[src/design/hsv8_pkg.sv]
// ----------------------------------------------------------------------------
// hsv8_pkg
// Widths, pipeline records and the shared divider step for the RGB to HSV
// converter.
// ----------------------------------------------------------------------------
package hsv8_pkg;

    localparam int CH_W       = 8;
    localparam int RGB_W      = 3 * CH_W;
    localparam int DIFF_W     = CH_W + 1;
    localparam int NUM_W      = 11;
    localparam int REM_W      = 19;
    localparam int DVS_W      = 11;
    localparam int QUO_W      = 8;
    localparam int QIDX_W     = $clog2(QUO_W);
    localparam int DIV_STAGES = QUO_W / 2;

    // Sector of the largest channel, red first on ties.
    typedef enum logic [1:0] {
        SEC_RED,
        SEC_GREEN,
        SEC_BLUE
    } sector_t;

    // After the max/min stage.
    typedef struct packed {
        logic [CH_W-1:0]   mx;
        logic [CH_W-1:0]   delta;
        logic [1:0]        khalf;
        logic [DIFF_W-1:0] diff;
    } stage_a_t;

    // After the numerator stage.
    typedef struct packed {
        logic [CH_W-1:0]  mx;
        logic [CH_W-1:0]  delta;
        logic [NUM_W-1:0] num;
    } stage_b_t;

    // One long division in flight.
    typedef struct packed {
        logic [REM_W-1:0] rem;
        logic [DVS_W-1:0] dvs;
        logic [QUO_W-1:0] quo;
    } div_lane_t;

    // One pixel in the divider pipeline.
    typedef struct packed {
        div_lane_t       hue;
        div_lane_t       sat;
        logic [CH_W-1:0] val;
        logic            hue_zero;
        logic            sat_zero;
    } div_item_t;

    // One restoring division step that settles quotient bit idx.
    function automatic div_lane_t div_step(input div_lane_t lane,
                                           input logic [QIDX_W-1:0] idx);
        div_lane_t        res;
        logic [REM_W-1:0] sub;
        res = lane;
        sub = REM_W'(lane.dvs) << idx;
        if (lane.rem >= sub)
        begin
            res.rem      = lane.rem - sub;
            res.quo[idx] = 1'b1;
        end
        return res;
    endfunction

endpackage

[src/design/hsv8_pix_if.sv]
// ----------------------------------------------------------------------------
// hsv8_pix_if
// Pixel channel: one packed RGB word per beat.
// ----------------------------------------------------------------------------
interface hsv8_pix_if import hsv8_pkg::*; ();

    logic             valid;
    logic             ready;
    logic [RGB_W-1:0] rgb_word;

    modport source (output valid, output rgb_word, input ready);
    modport sink   (input valid, input rgb_word, output ready);

endinterface

[src/design/hsv8_hsv_if.sv]
// ----------------------------------------------------------------------------
// hsv8_hsv_if
// Result channel: hue, saturation and value bytes per beat.
// ----------------------------------------------------------------------------
interface hsv8_hsv_if import hsv8_pkg::*; ();

    logic            valid;
    logic            ready;
    logic [CH_W-1:0] hue_byte;
    logic [CH_W-1:0] sat_byte;
    logic [CH_W-1:0] val_byte;

    modport source (output valid, output hue_byte, output sat_byte, output val_byte,
                    input ready);
    modport sink   (input valid, input hue_byte, input sat_byte, input val_byte,
                    output ready);

endinterface

[src/design/hsv8_prep.sv]
// ----------------------------------------------------------------------------
// hsv8_prep
// Three pipeline stages: max/min and sector, hue numerator, then the
// dividends and divisors for the hue and saturation divisions.
// ----------------------------------------------------------------------------
module hsv8_prep import hsv8_pkg::*; (
    input  logic             clk,
    input  logic             rst_n,
    input  logic             in_valid,
    output logic             in_ready,
    input  logic [RGB_W-1:0] rgb_word,
    output logic             out_valid,
    input  logic             out_ready,
    output div_item_t        out_item
);

    logic [CH_W-1:0] red;
    logic [CH_W-1:0] green;
    logic [CH_W-1:0] blue;
    logic [CH_W-1:0] mx;
    logic [CH_W-1:0] mn;
    sector_t         sector;

    stage_a_t  a_next;
    stage_a_t  a_reg;
    stage_b_t  b_next;
    stage_b_t  b_reg;
    div_item_t c_next;
    div_item_t c_reg;
    logic      a_valid_reg;
    logic      b_valid_reg;
    logic      c_valid_reg;
    logic      a_en;
    logic      b_en;
    logic      c_en;

    logic [NUM_W-1:0] base;

    // A stage loads whenever it is empty or the stage after it moves.
    assign c_en     = !c_valid_reg || out_ready;
    assign b_en     = !b_valid_reg || c_en;
    assign a_en     = !a_valid_reg || b_en;
    assign in_ready = a_en;

    // Stage A: largest and smallest channel, sector and signed difference.
    assign red   = rgb_word[RGB_W-1 -: CH_W];
    assign green = rgb_word[2*CH_W-1 -: CH_W];
    assign blue  = rgb_word[CH_W-1:0];

    always_comb
    begin
        mx = (red > green) ? red : green;
        mx = (mx > blue) ? mx : blue;
        mn = (red < green) ? red : green;
        mn = (mn < blue) ? mn : blue;
        if (mx == red)
        begin
            sector = SEC_RED;
        end
        else if (mx == green)
        begin
            sector = SEC_GREEN;
        end
        else
        begin
            sector = SEC_BLUE;
        end

        a_next.mx    = mx;
        a_next.delta = mx - mn;
        unique case (sector)
            SEC_RED:
            begin
                // Below the red axis the hue wraps to the top of the circle.
                a_next.khalf = (green < blue) ? 2'd3 : 2'd0;
                a_next.diff  = DIFF_W'(green) - DIFF_W'(blue);
            end
            SEC_GREEN:
            begin
                a_next.khalf = 2'd1;
                a_next.diff  = DIFF_W'(blue) - DIFF_W'(red);
            end
            SEC_BLUE:
            begin
                a_next.khalf = 2'd2;
                a_next.diff  = DIFF_W'(red) - DIFF_W'(green);
            end
            default:
            begin
                a_next.khalf = 2'd0;
                a_next.diff  = '0;
            end
        endcase
    end

    // Stage B: numerator k*delta + diff, which always lies below 6*delta.
    always_comb
    begin
        case (a_reg.khalf)
            2'd0:    base = '0;
            2'd1:    base = NUM_W'({a_reg.delta, 1'b0});
            2'd2:    base = NUM_W'({a_reg.delta, 2'b0});
            default: base = NUM_W'({a_reg.delta, 2'b0}) + NUM_W'({a_reg.delta, 1'b0});
        endcase
        b_next.mx    = a_reg.mx;
        b_next.delta = a_reg.delta;
        b_next.num   = base + {{(NUM_W-DIFF_W){a_reg.diff[DIFF_W-1]}}, a_reg.diff};
    end

    // Stage C: scale both dividends by 255 and form the divisors.
    always_comb
    begin
        c_next.hue.rem  = REM_W'({b_reg.num, 8'd0}) - REM_W'(b_reg.num);
        c_next.hue.dvs  = DVS_W'({b_reg.delta, 2'b0}) + DVS_W'({b_reg.delta, 1'b0});
        c_next.hue.quo  = '0;
        c_next.sat.rem  = REM_W'({b_reg.delta, 8'd0}) - REM_W'(b_reg.delta);
        c_next.sat.dvs  = DVS_W'(b_reg.mx);
        c_next.sat.quo  = '0;
        c_next.val      = b_reg.mx;
        c_next.hue_zero = (b_reg.delta == '0);
        c_next.sat_zero = (b_reg.mx == '0);
    end

    // Valid bits.
    always_ff @(posedge clk or negedge rst_n)
    begin
        if (!rst_n)
        begin
            a_valid_reg <= 1'b0;
            b_valid_reg <= 1'b0;
            c_valid_reg <= 1'b0;
        end
        else
        begin
            if (a_en)
            begin
                a_valid_reg <= in_valid;
            end
            if (b_en)
            begin
                b_valid_reg <= a_valid_reg;
            end
            if (c_en)
            begin
                c_valid_reg <= b_valid_reg;
            end
        end
    end

    // Payload registers.
    always_ff @(posedge clk)
    begin
        if (a_en)
        begin
            a_reg <= a_next;
        end
        if (b_en)
        begin
            b_reg <= b_next;
        end
        if (c_en)
        begin
            c_reg <= c_next;
        end
    end

    assign out_valid = c_valid_reg;
    assign out_item  = c_reg;

endmodule

[src/design/hsv8_div.sv]
// ----------------------------------------------------------------------------
// hsv8_div
// Pipelined restoring divider for the hue and saturation lanes side by side,
// two quotient bits per stage.
// ----------------------------------------------------------------------------
module hsv8_div import hsv8_pkg::*; (
    input  logic      clk,
    input  logic      rst_n,
    input  logic      in_valid,
    output logic      in_ready,
    input  div_item_t in_item,
    output logic      out_valid,
    input  logic      out_ready,
    output div_item_t out_item
);

    div_item_t             stg_reg [DIV_STAGES];
    logic [DIV_STAGES-1:0] valid_reg;
    logic [DIV_STAGES:0]   en;

    assign en[DIV_STAGES] = out_ready;
    assign in_ready       = en[0];

    for (genvar k = 0; k < DIV_STAGES; k++)
    begin : g_stage
        localparam logic [QIDX_W-1:0] HI = QIDX_W'(QUO_W - 1 - 2 * k);
        localparam logic [QIDX_W-1:0] LO = QIDX_W'(QUO_W - 2 - 2 * k);

        div_item_t src;
        div_item_t stg_next;
        logic      src_valid;

        if (k == 0)
        begin : g_first
            assign src       = in_item;
            assign src_valid = in_valid;
        end
        else
        begin : g_rest
            assign src       = stg_reg[k-1];
            assign src_valid = valid_reg[k-1];
        end

        // The stage loads when empty or when its successor moves.
        assign en[k] = !valid_reg[k] || en[k+1];

        // Two dependent subtract-and-compare steps on each lane.
        always_comb
        begin
            stg_next     = src;
            stg_next.hue = div_step(div_step(src.hue, HI), LO);
            stg_next.sat = div_step(div_step(src.sat, HI), LO);
        end

        always_ff @(posedge clk or negedge rst_n)
        begin
            if (!rst_n)
            begin
                valid_reg[k] <= 1'b0;
            end
            else if (en[k])
            begin
                valid_reg[k] <= src_valid;
            end
        end

        always_ff @(posedge clk)
        begin
            if (en[k])
            begin
                stg_reg[k] <= stg_next;
            end
        end
    end

    assign out_valid = valid_reg[DIV_STAGES-1];
    assign out_item  = stg_reg[DIV_STAGES-1];

endmodule

[src/design/rgb_to_hsv_8bit.sv]
// ----------------------------------------------------------------------------
// rgb_to_hsv_8bit: pipelined RGB to HSV converter, one pixel beat per clock unless the result side stalls.
// Eight register stages: three of prep, four divider stages, one output stage.
// Reset (rst_n, asynchronous) empties every stage; no result follows reset.
// ----------------------------------------------------------------------------
module rgb_to_hsv_8bit import hsv8_pkg::*; (
    input  logic       clk,
    input  logic       rst_n,
    hsv8_pix_if.sink   pix,
    hsv8_hsv_if.source hsv
);

    logic      prep_valid;
    logic      prep_ready;
    div_item_t prep_item;
    logic      div_valid;
    div_item_t div_item;
    logic      out_en;

    logic            out_valid_reg;
    logic [CH_W-1:0] hue_reg;
    logic [CH_W-1:0] sat_reg;
    logic [CH_W-1:0] val_reg;

    hsv8_prep u_prep (
        .clk       (clk),
        .rst_n     (rst_n),
        .in_valid  (pix.valid),
        .in_ready  (pix.ready),
        .rgb_word  (pix.rgb_word),
        .out_valid (prep_valid),
        .out_ready (prep_ready),
        .out_item  (prep_item)
    );

    hsv8_div u_div (
        .clk       (clk),
        .rst_n     (rst_n),
        .in_valid  (prep_valid),
        .in_ready  (prep_ready),
        .in_item   (prep_item),
        .out_valid (div_valid),
        .out_ready (out_en),
        .out_item  (div_item)
    );

    // Output register takes a new beat when empty or being drained.
    assign out_en = !out_valid_reg || hsv.ready;

    always_ff @(posedge clk or negedge rst_n)
    begin
        if (!rst_n)
        begin
            out_valid_reg <= 1'b0;
        end
        else if (out_en)
        begin
            out_valid_reg <= div_valid;
        end
    end

    // Grey pixels have no hue and black pixels no saturation.
    always_ff @(posedge clk)
    begin
        if (out_en)
        begin
            hue_reg <= div_item.hue_zero ? '0 : div_item.hue.quo;
            sat_reg <= div_item.sat_zero ? '0 : div_item.sat.quo;
            val_reg <= div_item.val;
        end
    end

    assign hsv.valid    = out_valid_reg;
    assign hsv.hue_byte = hue_reg;
    assign hsv.sat_byte = sat_reg;
    assign hsv.val_byte = val_reg;

endmodule

[src/flat_wrapper.sv]
// flat-port wrapper written by rule: the top's interface ports become plain ports
module rgb_to_hsv_8bit_flat import hsv8_pkg::*;
  (clk, rst_n, pix_valid, pix_rgb_word, pix_ready, hsv_valid, hsv_hue_byte, hsv_sat_byte, hsv_val_byte, hsv_ready);
  hsv8_pix_if pix_i ();
  hsv8_hsv_if hsv_i ();
  input  logic clk;
  input  logic rst_n;
  input wire logic [$bits(pix_i.valid)-1:0] pix_valid;
  input wire logic [$bits(pix_i.rgb_word)-1:0] pix_rgb_word;
  output wire logic [$bits(pix_i.ready)-1:0] pix_ready;
  output wire logic [$bits(hsv_i.valid)-1:0] hsv_valid;
  output wire logic [$bits(hsv_i.hue_byte)-1:0] hsv_hue_byte;
  output wire logic [$bits(hsv_i.sat_byte)-1:0] hsv_sat_byte;
  output wire logic [$bits(hsv_i.val_byte)-1:0] hsv_val_byte;
  input wire logic [$bits(hsv_i.ready)-1:0] hsv_ready;
  assign pix_i.valid = pix_valid;
  assign pix_i.rgb_word = pix_rgb_word;
  assign pix_ready = pix_i.ready;
  assign hsv_valid = hsv_i.valid;
  assign hsv_hue_byte = hsv_i.hue_byte;
  assign hsv_sat_byte = hsv_i.sat_byte;
  assign hsv_val_byte = hsv_i.val_byte;
  assign hsv_i.ready = hsv_ready;
  rgb_to_hsv_8bit u_core (.clk(clk), .rst_n(rst_n), .pix(pix_i), .hsv(hsv_i));
endmodule
[config.mk]
export PLATFORM = sky130hd
export DESIGN_NAME = rgb_to_hsv_8bit_flat
export DESIGN_NICKNAME = d
export VERILOG_FILES = /design/src/design/hsv8_pkg.sv /design/src/design/hsv8_pix_if.sv /design/src/design/hsv8_hsv_if.sv /design/src/design/hsv8_prep.sv /design/src/design/hsv8_div.sv /design/src/design/rgb_to_hsv_8bit.sv /design/src/flat_wrapper.sv
export SDC_FILE = /design/constraint.sdc
export NUM_CORES = 1
export LEC_CHECK = 0
export ABC_AREA = 1
export BUFFER_PORTS_ARGS = -buffer_cell sky130_fd_sc_hd__buf_2
export CAP_MARGIN = 20
export CELL_PAD_IN_SITES_DETAIL_PLACEMENT = 0
export CELL_PAD_IN_SITES_GLOBAL_PLACEMENT = 1
export CORE_UTILIZATION = 40
export DETAILED_ROUTE_END_ITERATION = 16
export PLACE_DENSITY_LB_ADDON = 0.15
export SLEW_MARGIN = 40
export SYNTH_ARGS = -nofsm -noshare
export SYNTH_HDL_FRONTEND = slang
export SYNTH_SLANG_ARGS = --single-unit
export TNS_END_PERCENT = 100
[constraint.sdc]
create_clock -name clk -period 10.8 [get_ports clk]
set_input_delay 0.54 -clock clk [delete_from_list [all_inputs] [get_ports clk]]
set_output_delay 0.54 -clock clk [all_outputs]
set_load 0.01 [all_outputs]
==> summary.txt, run 1 <==
RUN STATUS
----------------------------------------------------------------------------------
Result of the run                                                     finished clean

WORST SETUP PATH
----------------------------------------------------------------------------------
Capturing element type of the critical path                                   flop
Sort of element at the start of the critical path                        input pin
Number of cell instances on the worst register-to-register path                 19
Largest driver fanout on the critical path                                      32
Worst path most repeated cell                                         sky130_fd_sc_hd__nand2_1
Worst EP required                                                         11.12 ns
Start-to-end type of the worst setup path                                in -> reg
Critical path's largest stage delay                                        0.61 ns
Arrival @ worst endpoint                                                   6.36 ns
Master of the slowest instance on the critical path                   sky130_fd_sc_hd__nand3_2

DRT
----------------------------------------------------------------------------------
Antenna Violating Nets Remaining                                                 0
First-pass iteration count of the detailed router                                8
Starting DRC count in detailed routing                                        1138
Detailed-route wire length                                                64900 um
Via count                                                                    20100
Detail-routed net length per standard cell                                 16.3 um
Drc violations                                                                   0
Ratio of routed vias to standard cells                                        5.04

CLOCKING
----------------------------------------------------------------------------------
Number of CTS-inserted buffers                                                  41
Clock net sink count                                                           358
Count of buffers added by post-CTS timing repair for setup                       0
Hold buffer count at CTS                                                         1
Max Buffers Root-to-Sink                                                         3
Clock slew seen by the registers of the worst setup and hold paths         0.06 ns
Number of instances resized during post-cts repair                               0
Clock latency of the later-clocked register in the worst-skew pair         0.57 ns
Cell at the root of the clock tree                                    sky130_fd_sc_hd__clkbuf_16
Clock tree from TritonCTS                                                    built
H-tree depth                                                                     2

STA
----------------------------------------------------------------------------------
Minimum period implied by the final worst setup slack                      6.03 ns
Clock Skews                                                              0.0211 ns
F_max                                                                    0.166 GHz
Final total negative setup slack                                              0 ns
Slew HR                                                                      48.2%
Final worst path period share                                                55.9%
Number of setup violations in the final report                                   0
Count of final hold-check violations                                             0
Unrepaired setup endpoints after global routing                              false
Max-slew violation total from the final report                                   0
Worst-margin pin slew                                                     0.777 ns

MIN PATH
----------------------------------------------------------------------------------
Number of stages on the worst hold path                                          3
Hold/Removal Path Class                                                  in -> reg

LOGIC SYNTHESIS
----------------------------------------------------------------------------------
Number of enable flip-flop cells after synthesis                               350
Library cell with the largest summed area after synthesis             sky130_fd_sc_hd__edfxtp_1
Post-Syn Area per Cell                                                  8.57 sq um
Netlist Area Pre-Place                                                0.0260 sq mm
Seq/Total Area, Yosys                                                        41.2%
Portion of synthesized cell area occupied by the leading cell type           40.5%
Yosys warning total                                                              0
Share of flip-flops with an asynchronous set or reset                        2.23%
Post-Syn Instances                                                            3031
Leading post-synthesis cells by cell area                             sky130_fd_sc_hd__edfxtp_1 (40%), sky130_fd_sc_hd__ha_1 (11%), sky130_fd_sc_hd__nand2_1 (9.4%), sky130_fd_sc_hd__inv_1 (6.1%), sky130_fd_sc_hd__nand3_1 (4.5%)
Unique cell type count in the Yosys netlist                                     66
Synthesized Nets                                                              3309
Number of register bits inferred by synthesis                                  358
Main flop type after synthesis                                        sky130_fd_sc_hd__edfxtp_1

LAYOUT
----------------------------------------------------------------------------------
Number of nets in the finished design                                         3378
Number of diodes                                                                 0
Layout-stage area growth over the synthesis result                           9.94%
Ratio of cells with drive above 1 in the final layout                        8.43%
Filler instances                                                              6360
Flip-flop count of the largest register, all copies and words added            218

GRT
----------------------------------------------------------------------------------
Largest net degree at the start of global routing                               70
Total routing resource utilization after global routing                      19.7%
Total congestion overflow                                                        0
Wire length of the first global-routing pass                             105000 um
Initial antenna violation count                                                  0
Vias in the first global route                                               19800

DIE
----------------------------------------------------------------------------------
Area of the core                                                      0.0643 sq mm
Die Area                                                              0.0660 sq mm
Vertical die dimension                                                      257 um
Starting Density                                                             40.4%
Die X                                                                       257 um
Top Ports                                                                       54
Placement Rows                                                                  93

PLACED DESIGN
----------------------------------------------------------------------------------
Global placement routability congestion                                      0.861
DPL Wire Length                                                           52700 um
IO Port Bufs                                                                    53

RUN
----------------------------------------------------------------------------------
Number of max-capacitance violations reported                                    0

## critical path: cells and delay by family
family / cells / cell delay, ns
fa+ha+maj: 3 / 0.99
simple gates: 16 / 2.38
xor+xnor: 1 / 0.21
compound gates: 7 / 1.60
buf+inv: 5 / 0.63
## per-stage QoR
step           hold WS [ns]  std cells  area (sq um)  setup WS [ns]  util [%]
2_1_floorplan         0.244       3031         26000           2.20         -
3_3_place_gp          0.404       3911         27100           4.27      42.1
3_5_place_dp          0.405       3911         27100           4.24      42.1
4_1_cts               0.138       3985         28600           4.82      44.4
5_1_grt               0.166       3985         28600           4.22      44.4
6_report              0.174       3985         28600           4.77      44.4
## path summary, 6_finish.rpt
check / start / to / slack (ns)
setup reg to reg: u_core.u_prep.out_item[66] / u_core.u_div.stg_reg[0][83] / 5.75
hold reg to reg: u_core.u_div.stg_reg[0][55] / u_core.u_div.stg_reg[1][55] / 0.41
hold / removal: pix_valid / u_core.u_prep.a_valid_reg / 0.17
max in group asynchronous: rst_n / u_core.u_prep.b_valid_reg / 10.12
min in group asynchronous: rst_n / u_core.hsv.valid / 0.41
setup / recovery: pix_rgb_word[14] / u_core.u_prep.a_reg[18] / 4.77
## logic make-up (layout without fill, tap and decap cells)
logic type	after synthesis	after routing	synth area share (%)
buf+inv	478	577	7.36
flops	358	358	41.2
simple gates	1325	1325	23.0
xor+xnor	179	179	6.04
mux	4	4	0.169
other cells	1	1	0.0144
fa+ha+maj	250	250	12.6
compound gates	436	436	9.52
## cells in the final DEF, fill, tap and decap left out, types with 57 or more instances in the layout
cell type,instances
sky130_fd_sc_hd__nand2_1,649
sky130_fd_sc_hd__inv_1,413
sky130_fd_sc_hd__edfxtp_1,350
sky130_fd_sc_hd__nand3_1,236
sky130_fd_sc_hd__ha_1,229
sky130_fd_sc_hd__nor2_1,223
sky130_fd_sc_hd__a21oi_1,182
sky130_fd_sc_hd__o21ai_0,131
sky130_fd_sc_hd__xor2_1,115
sky130_fd_sc_hd__xnor2_1,64
sky130_fd_sc_hd__nand4_1,57
## cell usage after synthesis, types with 8 or more instances
cell	count
sky130_fd_sc_hd__a21o_1	8
sky130_fd_sc_hd__a21oi_1	182
sky130_fd_sc_hd__a31oi_1	15
sky130_fd_sc_hd__buf_2	8
sky130_fd_sc_hd__buf_6	12
sky130_fd_sc_hd__clkbuf_1	11
sky130_fd_sc_hd__dfrtp_1	8
sky130_fd_sc_hd__edfxtp_1	350
sky130_fd_sc_hd__fa_1	21
sky130_fd_sc_hd__ha_1	229
sky130_fd_sc_hd__inv_1	419
sky130_fd_sc_hd__inv_2	17
sky130_fd_sc_hd__nand2_1	649
sky130_fd_sc_hd__nand2_2	26
sky130_fd_sc_hd__nand3_1	236
sky130_fd_sc_hd__nand3_2	12
sky130_fd_sc_hd__nand3b_1	14
sky130_fd_sc_hd__nand4_1	57
sky130_fd_sc_hd__nor2_1	223
sky130_fd_sc_hd__nor2_4	9
sky130_fd_sc_hd__nor3_1	41
sky130_fd_sc_hd__nor4_1	14
sky130_fd_sc_hd__o211ai_1	8
sky130_fd_sc_hd__o21ai_0	131
sky130_fd_sc_hd__o21ai_1	22
sky130_fd_sc_hd__o21ai_2	20
sky130_fd_sc_hd__o21bai_1	14
sky130_fd_sc_hd__or2_2	14
sky130_fd_sc_hd__xnor2_1	64
sky130_fd_sc_hd__xor2_1	115
## metal layers
metal,wire [um],track usage [%],part of all wire (%)
met1,30000,25.6,46
met2,31600,34.6,49
met3,1870,2.00,2.9
met4,1460,5.37,2.3
met5,0,0,0
## area by class of cell
cell class                 instances  area, sq um  area share (%)
multi-input combinational       2195        13400            46.8
sequential                       358        10700            37.5
inverter                         442         1660            5.82
clock buffer                      46         1080            3.77
tap                              855         1070            3.75
clock inverter                    27          348            1.22
timing repair buffer              62          339            1.19
Power of run 1 is not shown: default switching activity piles up to over one toggle a cycle in this logic, so the estimate is an artifact.
==> inputs of run 2 (changes only) <==
==> constraint.sdc (replaced) <==
create_clock -name clk -period 6 [get_ports clk]
set_input_delay 0.3 -clock clk [delete_from_list [all_inputs] [get_ports clk]]
set_output_delay 0.3 -clock clk [all_outputs]
set_load 0.01 [all_outputs]
==> run 2 against run 1 <==
Net effect: non-clock buffer count grew 8; clock-buffer cell count grew 3; die area is the same; flip-flop and latch count is the same; final area grew 0.20%; via count grew 0.37%.
==> summary.txt, run 2 (synthesized netlist as in run 1, its figures left out) <==
RUN STATUS
-------------------------------------------------------------------------------------
Result of the run                                                        finished clean   unchanged

STA
-------------------------------------------------------------------------------------
Final total negative setup slack                                                 0 ns   unchanged
Max-slew violation total from the final report                                      0   unchanged
Slew HR                                                                         49.0%   was 48.2%
Count of final hold-check violations                                                0   unchanged
F_max                                                                       0.204 GHz
Clock Skews                                                                 0.0248 ns   was 0.0211 ns
Hold Worst Slack                                                             0.179 ns   was 0.174 ns
Worst-margin pin slew                                                        0.765 ns   was 0.777 ns
Final worst path period share                                                   81.7%
Slack of the critical path                                                    1.10 ns   was 4.77 ns
Unrepaired setup endpoints after global routing                                 false   unchanged
Number of setup violations in the final report                                      0   unchanged
Minimum period implied by the final worst setup slack                         4.90 ns

LAYOUT
-------------------------------------------------------------------------------------
Sequential cell area                                                     0.0107 sq mm   unchanged
Layout-stage area growth over the synthesis result                              10.2%   was 9.94%
Number of nets in the finished design                                            3386   was 3378
Most frequent standard cell in the layout excluding fill and tap cells   sky130_fd_sc_hd__nand2_1   unchanged
Filler instances                                                                 6408   was 6360
Highest-count cells in the layout ignoring fill and taps                 sky130_fd_sc_hd__nand2_1 (648), sky130_fd_sc_hd__inv_1 (413), sky130_fd_sc_hd__edfxtp_1 (350)   was sky130_fd_sc_hd__nand2_1 (649), sky130_fd_sc_hd__inv_1 (413), sky130_fd_sc_hd__edfxtp_1 (350)
Area of the multi-input gates                                            0.0134 sq mm   about the same
Number of diodes                                                                    0   unchanged
Ratio of cells with drive above 1 in the final layout                           8.76%   was 8.43%
Flip-flop count of the largest register, all copies and words added               218   unchanged

WORST SETUP PATH
-------------------------------------------------------------------------------------
Sort of element at the start of the critical path                                flop   was input pin
Start-to-end type of the worst setup path                                  reg -> reg   was in -> reg
Number of buffers and inverters on the critical path                                4   was 5
Cell family with most CP delay                                           compound AO/OA/AOI/OAI gates   was simple AND/OR/NAND/NOR gates
Worst path most repeated cell                                            sky130_fd_sc_hd__nand2_1   unchanged
Master of the slowest instance on the critical path                      sky130_fd_sc_hd__edfxtp_1   was sky130_fd_sc_hd__nand3_2
Worst EP required                                                             6.27 ns   was 11.12 ns
Capturing element type of the critical path                                      flop   unchanged
Arrival @ worst endpoint                                                      5.17 ns   was 6.36 ns
Critical path's largest stage delay                                           0.45 ns   was 0.61 ns
Largest driver fanout on the critical path                                         16   was 32
Worst-path cell chain                                                    ha_1 -> inv_1 -> fa_1 -> nand2_1 -> clkinv_1 -> nand2_1 -> nand2_2 -> inv_2 -> o21ai_2 -> nor3_4 -> nand2_2 -> inv_1 -> o31ai_1 -> ha_1 -> a21oi_1 -> o21ai_0 -> a221oi_1 -> o21ai_0 -> nor2_1 -> nand3_1 -> nand2_1 -> a21oi_1

CLOCKING
-------------------------------------------------------------------------------------
H-tree depth                                                                        2   unchanged
Max Buffers Root-to-Sink                                                            3   unchanged
Count of buffers added by post-CTS timing repair for setup                          0   unchanged
Clock slew seen by the registers of the worst setup and hold paths            0.06 ns   about the same
Number of instances resized during post-cts repair                                  0   unchanged
Hold buffer count at CTS                                                            2   was 1
Clock net sink count                                                              358   unchanged
Clock latency of the later-clocked register in the worst-skew pair            0.56 ns   was 0.57 ns
Number of CTS-inserted buffers                                                     41   unchanged
Cell at the root of the clock tree                                       sky130_fd_sc_hd__clkbuf_16   unchanged
Clock tree from TritonCTS                                                       built   unchanged

DIE
-------------------------------------------------------------------------------------
Placement Rows                                                                     93   unchanged
Die X                                                                          257 um   unchanged
Top Ports                                                                          54   unchanged
Vertical die dimension                                                         257 um   unchanged
Starting Density                                                                40.4%   unchanged
Area of the core                                                         0.0643 sq mm   unchanged
Die Area                                                                 0.0660 sq mm   unchanged

RUN
-------------------------------------------------------------------------------------
Number of max-capacitance violations reported                                       0   unchanged

PLACED DESIGN
-------------------------------------------------------------------------------------
IO Port Bufs                                                                       53   unchanged
Dpl ws                                                                       0.645 ns   was 4.24 ns
DPL Wire Length                                                              52900 um   was 52700 um
Global placement routability congestion                                         0.879   was 0.861

GRT
-------------------------------------------------------------------------------------
Busiest metal layer after global routing                                         met2   unchanged
Met3 routing resource usage after global routing                                2.34%   was 2.00%
Vias in the first global route                                                  19900   was 19800
Met1 track demand over resource                                                 25.7%   was 25.6%
Wire length of the first global-routing pass                                105000 um   about the same
Largest net degree at the start of global routing                                  70   unchanged
Initial antenna violation count                                                     0   unchanged
Total congestion overflow                                                           0   unchanged
Total routing resource utilization after global routing                         19.7%   about the same
Met2 usage in global routing                                                    34.4%   was 34.6%

DRT
-------------------------------------------------------------------------------------
Ratio of routed vias to standard cells                                           5.05   was 5.04
First-pass iteration count of the detailed router                                   5   was 8
Detailed-route wire length                                                   64800 um   was 64900 um
Drc violations                                                                      0   unchanged
Antenna Violating Nets Remaining                                                    0   unchanged
Via count                                                                       20200   was 20100
Starting DRC count in detailed routing                                           1358   was 1138
Detail-routed net length per standard cell                                    16.2 um   was 16.3 um

MIN PATH
-------------------------------------------------------------------------------------
Hold/Removal Path Class                                                   in -> async   was in -> reg

==> run 2: cell type report <==
cell class / count / area share [%]
clock inverters: 27 / 1.05
multi-input cells: 2195 / 46.8
clock buffers: 49 / 3.73
flip-flops and latches: 358 / 37.4
inverters: 442 / 5.87
repair buffers: 70 / 1.40
well taps: 855 / 3.74
==> run 2: layer usage <==
layer / share of wire, % / routed length [um] / up-vias
met1: 47 / 30400 / 9356
met3: 2.7 / 1750 / 88
met4: 2.1 / 1380 / 0
li1: - / - / 10400
met5: 0 / 0 / -
met2: 48 / 31300 / 300
==> run 2: per-stage QoR <==
| step | area [sq um] | util (%) | instances |
|---|---|---|---|
| floorplan | 26000 | - | 3031 |
| global placement | 27200 | 42.3 | 3918 |
| detailed placement | 27200 | 42.3 | 3918 |
| CTS | 28600 | 44.5 | 3996 |
| global route | 28600 | 44.5 | 3996 |
| finish | 28600 | 44.5 | 3996 |
==> run 2: worst register-to-register path, cell delays in order, from the launching register on <==
cell and delay, ns:
sky130_fd_sc_hd__edfxtp_1 0.45, sky130_fd_sc_hd__ha_1 0.26, sky130_fd_sc_hd__inv_1 0.11, sky130_fd_sc_hd__fa_1 0.25, sky130_fd_sc_hd__nand2_1 0.07, sky130_fd_sc_hd__clkinv_1 0.06, sky130_fd_sc_hd__nand2_1 0.05, sky130_fd_sc_hd__nand2_2 0.10
sky130_fd_sc_hd__inv_2 0.05, sky130_fd_sc_hd__o21ai_2 0.22, sky130_fd_sc_hd__nor3_4 0.06, sky130_fd_sc_hd__nand2_2 0.28, sky130_fd_sc_hd__inv_1 0.26, sky130_fd_sc_hd__o31ai_1 0.45, sky130_fd_sc_hd__ha_1 0.38, sky130_fd_sc_hd__a21oi_1 0.13
sky130_fd_sc_hd__o21ai_0 0.16, sky130_fd_sc_hd__a221oi_1 0.42, sky130_fd_sc_hd__o21ai_0 0.25, sky130_fd_sc_hd__nor2_1 0.34, sky130_fd_sc_hd__nand3_1 0.12, sky130_fd_sc_hd__nand2_1 0.08, sky130_fd_sc_hd__a21oi_1 0.09
==> run 2: worst paths after layout <==
| path | start | cells past startpoint | endpoint | slack, ns |
|---|---|---|---|---|
| worst min register to register | u_core.u_div.stg_reg[1][1] | 0 | u_core.u_div.stg_reg[2][1] | 0.41 |
| worst max-delay path | u_core.u_div.stg_reg[1][18] | 22 | u_core.u_div.stg_reg[2][47] | 1.10 |
| min in group clk | pix_rgb_word[6] | 3 | u_core.u_prep.a_reg[25] | 0.20 |
| worst max register to register | u_core.u_div.stg_reg[1][18] | 22 | u_core.u_div.stg_reg[2][47] | 1.10 |
| worst min-delay path | rst_n | 2 | u_core.u_div.out_valid | 0.18 |
| max in group asynchronous | rst_n | 2 | u_core.u_div.g_stage[1].src_valid | 5.56 |
Power of run 2 is left out for the same reason.
